<file path="src/rtl/lgnq_pkg.sv">
package lgnq_pkg;

  // Grid geometry
  localparam int MAX_WIDTH  = 64;
  localparam int MAX_HEIGHT = 64;
  localparam int X_W        = $clog2(MAX_WIDTH);
  localparam int Y_W        = $clog2(MAX_HEIGHT);
  localparam int ADDR_W     = X_W + Y_W;
  localparam int CELL_W     = 2;
  localparam int DIM_W      = 7;
  localparam int CNT_W      = 4;
  localparam int NBR_W      = 3;

  localparam logic [DIM_W-1:0] MAX_W_DIM = DIM_W'(MAX_WIDTH);
  localparam logic [DIM_W-1:0] MAX_H_DIM = DIM_W'(MAX_HEIGHT);

  // Register indexes
  localparam logic REG_BOARD_WIDTH  = 1'b0;
  localparam logic REG_BOARD_HEIGHT = 1'b1;

  typedef enum logic [1:0] {
    CMD_QUERY       = 2'd0,
    CMD_WRITE_ALIVE = 2'd1,
    CMD_WRITE_LIVE  = 2'd2,
    CMD_READ        = 2'd3
  } cmd_t;

  typedef enum logic [2:0] {
    ST_CLEAR,
    ST_IDLE,
    ST_CELL_RD,
    ST_CELL_UPD,
    ST_NBR,
    ST_NBR_DRAIN,
    ST_DONE
  } state_t;

  typedef struct packed {
    logic                 rd_en;
    logic [ADDR_W-1:0]    rd_addr;
    logic                 we;
    logic [ADDR_W-1:0]    wr_addr;
    logic [CELL_W-1:0]    wr_data;
  } mem_req_t;

  typedef struct packed {
    logic                 valid;
    logic [ADDR_W-1:0]    addr;
  } nbr_t;

  typedef struct packed {
    logic                 bad_coord;
    logic                 to_live;
    logic                 alive;
    logic [CNT_W-1:0]     neighbor_count;
    logic                 has_count;
  } result_t;

  // Column offset of neighbor k, row-major around the center
  function automatic logic signed [1:0] nbr_dx(input logic [NBR_W-1:0] k);
    case (k)
      3'd0, 3'd3, 3'd5: nbr_dx = -2'sd1;
      3'd1, 3'd6:       nbr_dx = 2'sd0;
      default:          nbr_dx = 2'sd1;
    endcase
  endfunction

  // Row offset of neighbor k
  function automatic logic signed [1:0] nbr_dy(input logic [NBR_W-1:0] k);
    case (k)
      3'd0, 3'd1, 3'd2: nbr_dy = -2'sd1;
      3'd3, 3'd4:       nbr_dy = 2'sd0;
      default:          nbr_dy = 2'sd1;
    endcase
  endfunction

endpackage

</file>
<file path="src/rtl/lgnq_nbr_gen.sv">
module lgnq_nbr_gen
  import lgnq_pkg::*;
(
  input  logic [X_W-1:0]   x,
  input  logic [Y_W-1:0]   y,
  input  logic [NBR_W-1:0] k,
  input  logic [DIM_W-1:0] used_w,
  input  logic [DIM_W-1:0] used_h,
  output nbr_t             nbr
);

  logic signed [X_W+1:0] nx;
  logic signed [Y_W+1:0] ny;

  // Offset the center; the top bit marks a step off the low edge
  assign nx = $signed({2'b00, x}) + (X_W+2)'(nbr_dx(k));
  assign ny = $signed({2'b00, y}) + (Y_W+2)'(nbr_dy(k));

  // Skip neighbors outside the board in use
  assign nbr.valid = !nx[X_W+1] && !ny[Y_W+1] &&
                     (DIM_W'(nx[X_W:0]) < used_w) &&
                     (DIM_W'(ny[Y_W:0]) < used_h);
  assign nbr.addr  = {ny[Y_W-1:0], nx[X_W-1:0]};

endmodule

</file>
<file path="src/rtl/lgnq_ctrl.sv">
module lgnq_ctrl
  import lgnq_pkg::*;
(
  input  logic              clk,
  input  logic              rst,
  input  logic              cfg_we,
  input  logic              cfg_index,
  input  logic [DIM_W-1:0]  cfg_data,
  input  logic              in_valid,
  output logic              in_ready,
  input  logic [1:0]        in_cmd,
  input  logic [X_W-1:0]    in_x,
  input  logic [Y_W-1:0]    in_y,
  input  logic              in_flag,
  input  logic [CNT_W-1:0]  in_target,
  output logic              out_valid,
  input  logic              out_ready,
  output result_t           out_res,
  output mem_req_t          mem_req,
  input  logic [CELL_W-1:0] mem_rd_data
);

  state_t              state, state_next;
  logic [DIM_W-1:0]    board_w, board_h;
  logic [DIM_W-1:0]    used_w, used_h;
  logic [ADDR_W-1:0]   clr_addr;
  logic [NBR_W-1:0]    k;
  logic                pend;
  logic [CNT_W-1:0]    count;
  logic [CELL_W-1:0]   cell_bits;
  cmd_t                cmd;
  logic [X_W-1:0]      x;
  logic [Y_W-1:0]      y;
  logic                flag;
  logic [CNT_W-1:0]    target;
  logic                bad;
  logic                in_bad;
  logic                accept;
  logic                load_out;
  nbr_t                nbr;
  result_t             res_next;

  // Clip the board to the grid size
  assign used_w = (board_w > MAX_W_DIM) ? MAX_W_DIM : board_w;
  assign used_h = (board_h > MAX_H_DIM) ? MAX_H_DIM : board_h;

  assign in_bad = (DIM_W'(in_x) >= used_w) || (DIM_W'(in_y) >= used_h);
  assign accept = in_valid && in_ready;

  lgnq_nbr_gen u_nbr_gen (
    .x      (x),
    .y      (y),
    .k      (k),
    .used_w (used_w),
    .used_h (used_h),
    .nbr    (nbr)
  );

  // Configuration registers
  always_ff @(posedge clk) begin
    if (rst) begin
      board_w <= MAX_W_DIM;
      board_h <= MAX_H_DIM;
    end else if (cfg_we) begin
      case (cfg_index)
        REG_BOARD_WIDTH:  board_w <= cfg_data;
        REG_BOARD_HEIGHT: board_h <= cfg_data;
        default: ;
      endcase
    end
  end

  // State register
  always_ff @(posedge clk) begin
    if (rst) begin
      state <= ST_CLEAR;
    end else begin
      state <= state_next;
    end
  end

  // Next state, memory requests, handshakes
  always_comb begin
    state_next      = state;
    in_ready        = 1'b0;
    load_out        = 1'b0;
    mem_req.rd_en   = 1'b0;
    mem_req.rd_addr = {y, x};
    mem_req.we      = 1'b0;
    mem_req.wr_addr = {y, x};
    mem_req.wr_data = mem_rd_data;
    case (state)
      ST_CLEAR: begin
        mem_req.we      = 1'b1;
        mem_req.wr_addr = clr_addr;
        mem_req.wr_data = '0;
        if (&clr_addr) begin
          state_next = ST_IDLE;
        end
      end
      ST_IDLE: begin
        in_ready = 1'b1;
        if (in_valid) begin
          if (in_bad) begin
            state_next = ST_DONE;
          end else if (cmd_t'(in_cmd) == CMD_QUERY) begin
            state_next = ST_NBR;
          end else begin
            state_next = ST_CELL_RD;
          end
        end
      end
      ST_CELL_RD: begin
        mem_req.rd_en = 1'b1;
        state_next    = ST_CELL_UPD;
      end
      ST_CELL_UPD: begin
        case (cmd)
          CMD_WRITE_ALIVE: begin
            mem_req.we      = 1'b1;
            mem_req.wr_data = {mem_rd_data[1], flag};
          end
          CMD_WRITE_LIVE: begin
            mem_req.we      = 1'b1;
            mem_req.wr_data = {flag, mem_rd_data[0]};
          end
          default: ;
        endcase
        state_next = ST_DONE;
      end
      ST_NBR: begin
        mem_req.rd_en   = nbr.valid;
        mem_req.rd_addr = nbr.addr;
        if (&k) begin
          state_next = ST_NBR_DRAIN;
        end
      end
      ST_NBR_DRAIN: begin
        state_next = ST_DONE;
      end
      ST_DONE: begin
        if (!out_valid || out_ready) begin
          load_out   = 1'b1;
          state_next = ST_IDLE;
        end
      end
      default: begin
        state_next = ST_IDLE;
      end
    endcase
  end

  // Sweep the grid clear after reset
  always_ff @(posedge clk) begin
    if (rst) begin
      clr_addr <= '0;
    end else if (state == ST_CLEAR) begin
      clr_addr <= clr_addr + 1'b1;
    end
  end

  // Latch the item and walk the neighbors
  always_ff @(posedge clk) begin
    if (rst) begin
      k     <= '0;
      pend  <= 1'b0;
      count <= '0;
    end else begin
      if (accept) begin
        k     <= '0;
        pend  <= 1'b0;
        count <= '0;
      end
      if (state == ST_NBR) begin
        k    <= k + 1'b1;
        pend <= nbr.valid;
      end
      if ((state == ST_NBR || state == ST_NBR_DRAIN) && pend) begin
        count <= count + CNT_W'(mem_rd_data[0]);
      end
      if (state == ST_NBR_DRAIN) begin
        pend <= 1'b0;
      end
    end
  end

  always_ff @(posedge clk) begin
    if (accept) begin
      cmd       <= cmd_t'(in_cmd);
      x         <= in_x;
      y         <= in_y;
      flag      <= in_flag;
      target    <= in_target;
      bad       <= in_bad;
      cell_bits <= '0;
    end else if (state == ST_CELL_UPD && cmd == CMD_READ) begin
      cell_bits <= mem_rd_data;
    end
  end

  // Build the result; fields outside the command stay zero
  always_comb begin
    res_next                = '0;
    res_next.bad_coord      = bad;
    if (!bad) begin
      case (cmd)
        CMD_QUERY: begin
          res_next.neighbor_count = count;
          res_next.has_count      = (count == target);
        end
        CMD_READ: begin
          res_next.alive   = cell_bits[0];
          res_next.to_live = cell_bits[1];
        end
        default: ;
      endcase
    end
  end

  // Output register
  always_ff @(posedge clk) begin
    if (rst) begin
      out_valid <= 1'b0;
    end else if (load_out) begin
      out_valid <= 1'b1;
    end else if (out_ready) begin
      out_valid <= 1'b0;
    end
  end

  always_ff @(posedge clk) begin
    if (load_out) begin
      out_res <= res_next;
    end
  end

endmodule

</file>
<file path="config.mk">
export PLATFORM = sky130hd
export DESIGN_NAME = lgnq_ctrl
export DESIGN_NICKNAME = d
export VERILOG_FILES = /design/src/rtl/lgnq_pkg.sv /design/src/rtl/lgnq_nbr_gen.sv /design/src/rtl/lgnq_ctrl.sv
export SDC_FILE = /design/constraint.sdc
export NUM_CORES = 1
export LEC_CHECK = 0
export BUFFER_PORTS_ARGS = -buffer_cell sky130_fd_sc_hd__buf_4
export CORE_ASPECT_RATIO = 1.25
export CORE_MARGIN = 2
export CORE_UTILIZATION = 45
export DETAILED_ROUTE_END_ITERATION = 10
export PLACE_DENSITY = 0.66
export SLEW_MARGIN = 20
export SYNTH_ARGS = -nofsm -noshare
export SYNTH_HDL_FRONTEND = slang
export SYNTH_HIERARCHICAL = 1
export SYNTH_SLANG_ARGS = --single-unit
</file>
<file path="constraint.sdc">
create_clock -name clk -period 5.8 [get_ports clk]
set_clock_uncertainty 0.1 [all_clocks]
set_input_delay 0.87 -clock clk [delete_from_list [all_inputs] [get_ports clk]]
set_output_delay 0.87 -clock clk [all_outputs]
set_load 0.01 [all_outputs]
</file>
==> run_results.csv <==
group,metric,value,unit
outcome,status,"complete, no violations",
routing,wl_per_cell,14.6,µm
routing,avgViaCountPerCell,5.20,
die,std_cell_rows,40,
die,core,0.00956,mm²
global_route,grt_pass1_vias,3614,
clock_network,clk_pin_slew,50,ps
critical_path,cp_max_fo,9,
hold_path,hold_start,"board_h[0]$_SDFFE_PP0P_",
layout,layout-drive-gt1-share,19.2,%
yosys,syn_area,0.00442,mm²
routing,drcViolationCount,0,
yosys,synth_top_family_by_area,"simple AND/OR/NAND/NOR gates",
yosys,synth_compound_area_share,11.3,%
yosys,synth.avg_cell_area,8.92,µm²
power_and_ir_drop,switching_share,20.6,%
timing,rsz0062_at_grt,"false",
yosys,synth_nets,578,
power_and_ir_drop,p_total,1.15,mW
yosys,synth_xor_xnor_area_share,5.16,%
yosys,yosysSeqAreaShare,37.2,%
routing,met1_length,4.05,mm
yosys,synth_edf_count,28,
routing,route.met3.wl,476,µm
layout,diodes,0,
timing,relSlewSlack,39.0,%
critical_path,cp_cell_sequence,"nor3b_1 -> a21oi_1 -> ha_1 -> fa_1 -> a21o_1 -> a21oi_1 -> xnor2_1 -> ha_1 -> a21o_1 -> a21oi_1 -> o22ai_1 -> or4_1 -> nor4_2 -> nor2b_1 -> nand2_1 -> a21oi_1 -> buf_4",
clock_network,ctsHoldBuffers,0,
clock_network,root_buffer,"clkbuf_16",
routing,dr.pass1.iters,5,
timing,post-route-period-util,94.6,%
power_and_ir_drop,power_frac_comb,5.8,%
timing,hold_viol,0,
power_and_ir_drop,internal_power,910,µW
yosys,synth_simple_gate_area_share,21.9,%
critical_path,critical_path.slowest_cell,"or4_1",
placed_design,place_congestion,0.860,
yosys,synth.distinct_cells,55,
hold_path,hp-class,"reg2reg",
die,io_pins,72,
placed_design,dp_slack,74.3,ps
clock_network,clockBufferDepth,2,
timing,drv_slew,0,
critical_path,r2r-start,"k[2]$_SDFFE_PP0P_",
layout,fin_area,0.00534,mm²
critical_path,cp-start-kind,"register",
critical_path,critical-path-max-stage-delay,530,ps
die,die_x,92.6,µm
yosys,synth_adder_area_share,14.2,%
critical_path,cp_common_cell,"a21oi_1",
clock_network,clock-sinks,68,
routing,ant_nets,0,
layout,fin_nets,641,
die,die_height,115,µm
power_and_ir_drop,ir_drop,116,µV
global_route,grt_pass1_wl,16.5,mm
yosys,synthCells,495,
global_route,gr-total-overflow,0,
routing,dr.first_iter.drc_count,133,
power_and_ir_drop,p_leak,2.36,nW
placed_design,dpl_cell_area,0.00501,mm²
yosys,yosysWarnings,6,
timing,fin_crit,5490,ps
die,initial_core_util,46.2,%
clock_network,numCtsBuffers,9,
layout,final_cell_mix,"buf_4 (71), nand2_1 (69), ha_1 (47)",
yosys,synth_ff_type,"dfxtp_1",
global_route,antenna_found_initial,0,
global_route,grt_max_degree,40,
layout,fill_cells,873,
routing,wl_met2,5.25,mm
layout,syn_to_final_growth,20.8,%
routing,via_count,3584,
global_route,track_usage,19.7,%
timing,tightest_slew,913,ps
power_and_ir_drop,clockPowerShare,49.7,%
clock_network,htreeDepth,3,
critical_path,cp-end-kind,"output pin",
timing,finalSetupViolations,0,
power_and_ir_drop,switching_power,236,µW
critical_path,setup.worst_path.start,"k[2]$_SDFFE_PP0P_",
critical_path,crit_arrival,4520,ps
clock_network,clk_latency,330,ps
power_and_ir_drop,power_density,215,mW/mm²
critical_path,path_class,"reg2out",
timing,finalWorstSetupSlack,313,ps
routing,highest_layer,"met4",
timing,fin_tns_setup,0,ps
die,die_area,0.0106,mm²
layout,final_common_cell,"buf_4",
critical_path,cp.required,4830,ps
timing,max_clock_freq,182,MHz
yosys,ys_ff_latch,68,
clock_network,cts_tree,"built",
power_and_ir_drop,p_seq_share,44.5,%
placed_design,io_buffers,71,
routing,routed_wl,10.0,mm
yosys,synth_mux_area_share,5.10,%
placed_design,dp_hpwl,7.82,mm
flow_run,max_cap_violations,0,
yosys,ys_async_sr_fraction,0,%
[per-stage QoR]
step                hold WS (ps)  utilization [%]  std cells
finish                       354             55.8        689
global route                 384             55.8        689
CTS                          358             55.7        689
detailed placement           351             52.4        673
global placement             347             52.4        673
floorplan                    332                -        495
[sequential cells by signal, indices dropped and copies added (netlist names)]
name       flops
clr_addr      12
x              6
state          3
board_h        7
cell_bits      2
count          4
y              6
pend           1
k              3
cmd            2
bad            1
flag           1
target         4
board_w        7
out_valid      1
out_res        8
[critical path: cells and delay by family, from the launching register on]
| family | cells | cell delay [ps] |
|---|---|---|
| compound gates | 7 | 1110 |
| xor+xnor | 1 | 180 |
| fa+ha+maj | 3 | 950 |
| buf+inv | 1 | 150 |
| flops | 1 | 430 |
| simple gates | 5 | 1360 |
[synth_stat cells (3+ instances only)]
cell type	n	area, µm²
a211o_1	3	26.3
a211oi_1	5	37.5
a21o_1	6	45.0
a21oi_1	36	180
and2_1	4	25.0
and3_1	7	43.8
buf_2	6	30.0
clkbuf_1	8	30.0
dfxtp_1	40	801
edfxtp_1	28	841
ha_1	47	588
inv_1	36	135
mux2_2	12	135
mux2i_1	9	90.1
nand2_1	69	259
nand2b_1	21	131
nand3_1	26	130
nand4_1	5	31.3
nor2_1	34	128
nor2b_1	7	43.8
nor3_1	3	15.0
nor3b_1	3	22.5
o21ai_0	14	70.1
or3_1	3	18.8
xnor2_1	8	70.1
xor2_1	18	158
[path summary, 6_finish.rpt]
| path | endpoint | slack (ps) | cells past startpoint |
|---|---|---|---|
| worst min-delay path | board_h[0]$_SDFFE_PP0P_ | 350 | 2 |
| worst max register to register | pend$_SDFFE_PP0P_ | 1660 | 16 |
| worst min register to register | board_h[0]$_SDFFE_PP0P_ | 350 | 2 |
| worst max-delay path | mem_req[27] | 310 | 17 |
[cells by family (layout without fill, tap and decap cells)]
logic type      count (synthesis)  count (layout)
mux                            21              21
simple gates                  196             196
fa+ha+maj                      49              49
buf+inv                        55             123
xor+xnor                       26              26
compound gates                 80              80
flops                          68              68
[layout make-up]
| cell class | count | area [µm²] | area share, % |
|---|---|---|---|
| multi-input combinational | 372 | 2560 | 48.0 |
| sequential | 68 | 1640 | 30.8 |
| timing repair buffer | 71 | 533 | 9.99 |
| clock buffer | 10 | 229 | 4.29 |
| tap | 126 | 158 | 2.95 |
| inverter | 36 | 135 | 2.53 |
| clock inverter | 6 | 78.8 | 1.48 |
[layer usage]
layer	vias to the layer above	GRT usage (%)
li1	1833	-
met1	1650	22.1
met2	84	36.1
met3	17	4.19
met4	0	8.73
met5	-	0
[power by group through the flow]
stage | sequential [mW] | combinational, mW | clock (mW)
after detailed placement | 0.520 | 0.0669 | 0
after global routing | 0.511 | 0.0751 | 0.604
final | 0.510 | 0.0665 | 0.570
after CTS | 0.510 | 0.0673 | 0.577
after floorplan | 0.517 | 0.0384 | 0
after global placement | 0.520 | 0.0659 | 0
[what timing repair did]
item / in CTS / in global routing
endpoints found under the setup margin: 1 / 1
buffers inserted: 0 / 0
hold endpoints to repair: 0 / 0
gates resized for setup: 1 / 4
Power figures use the tool's default switching activity.
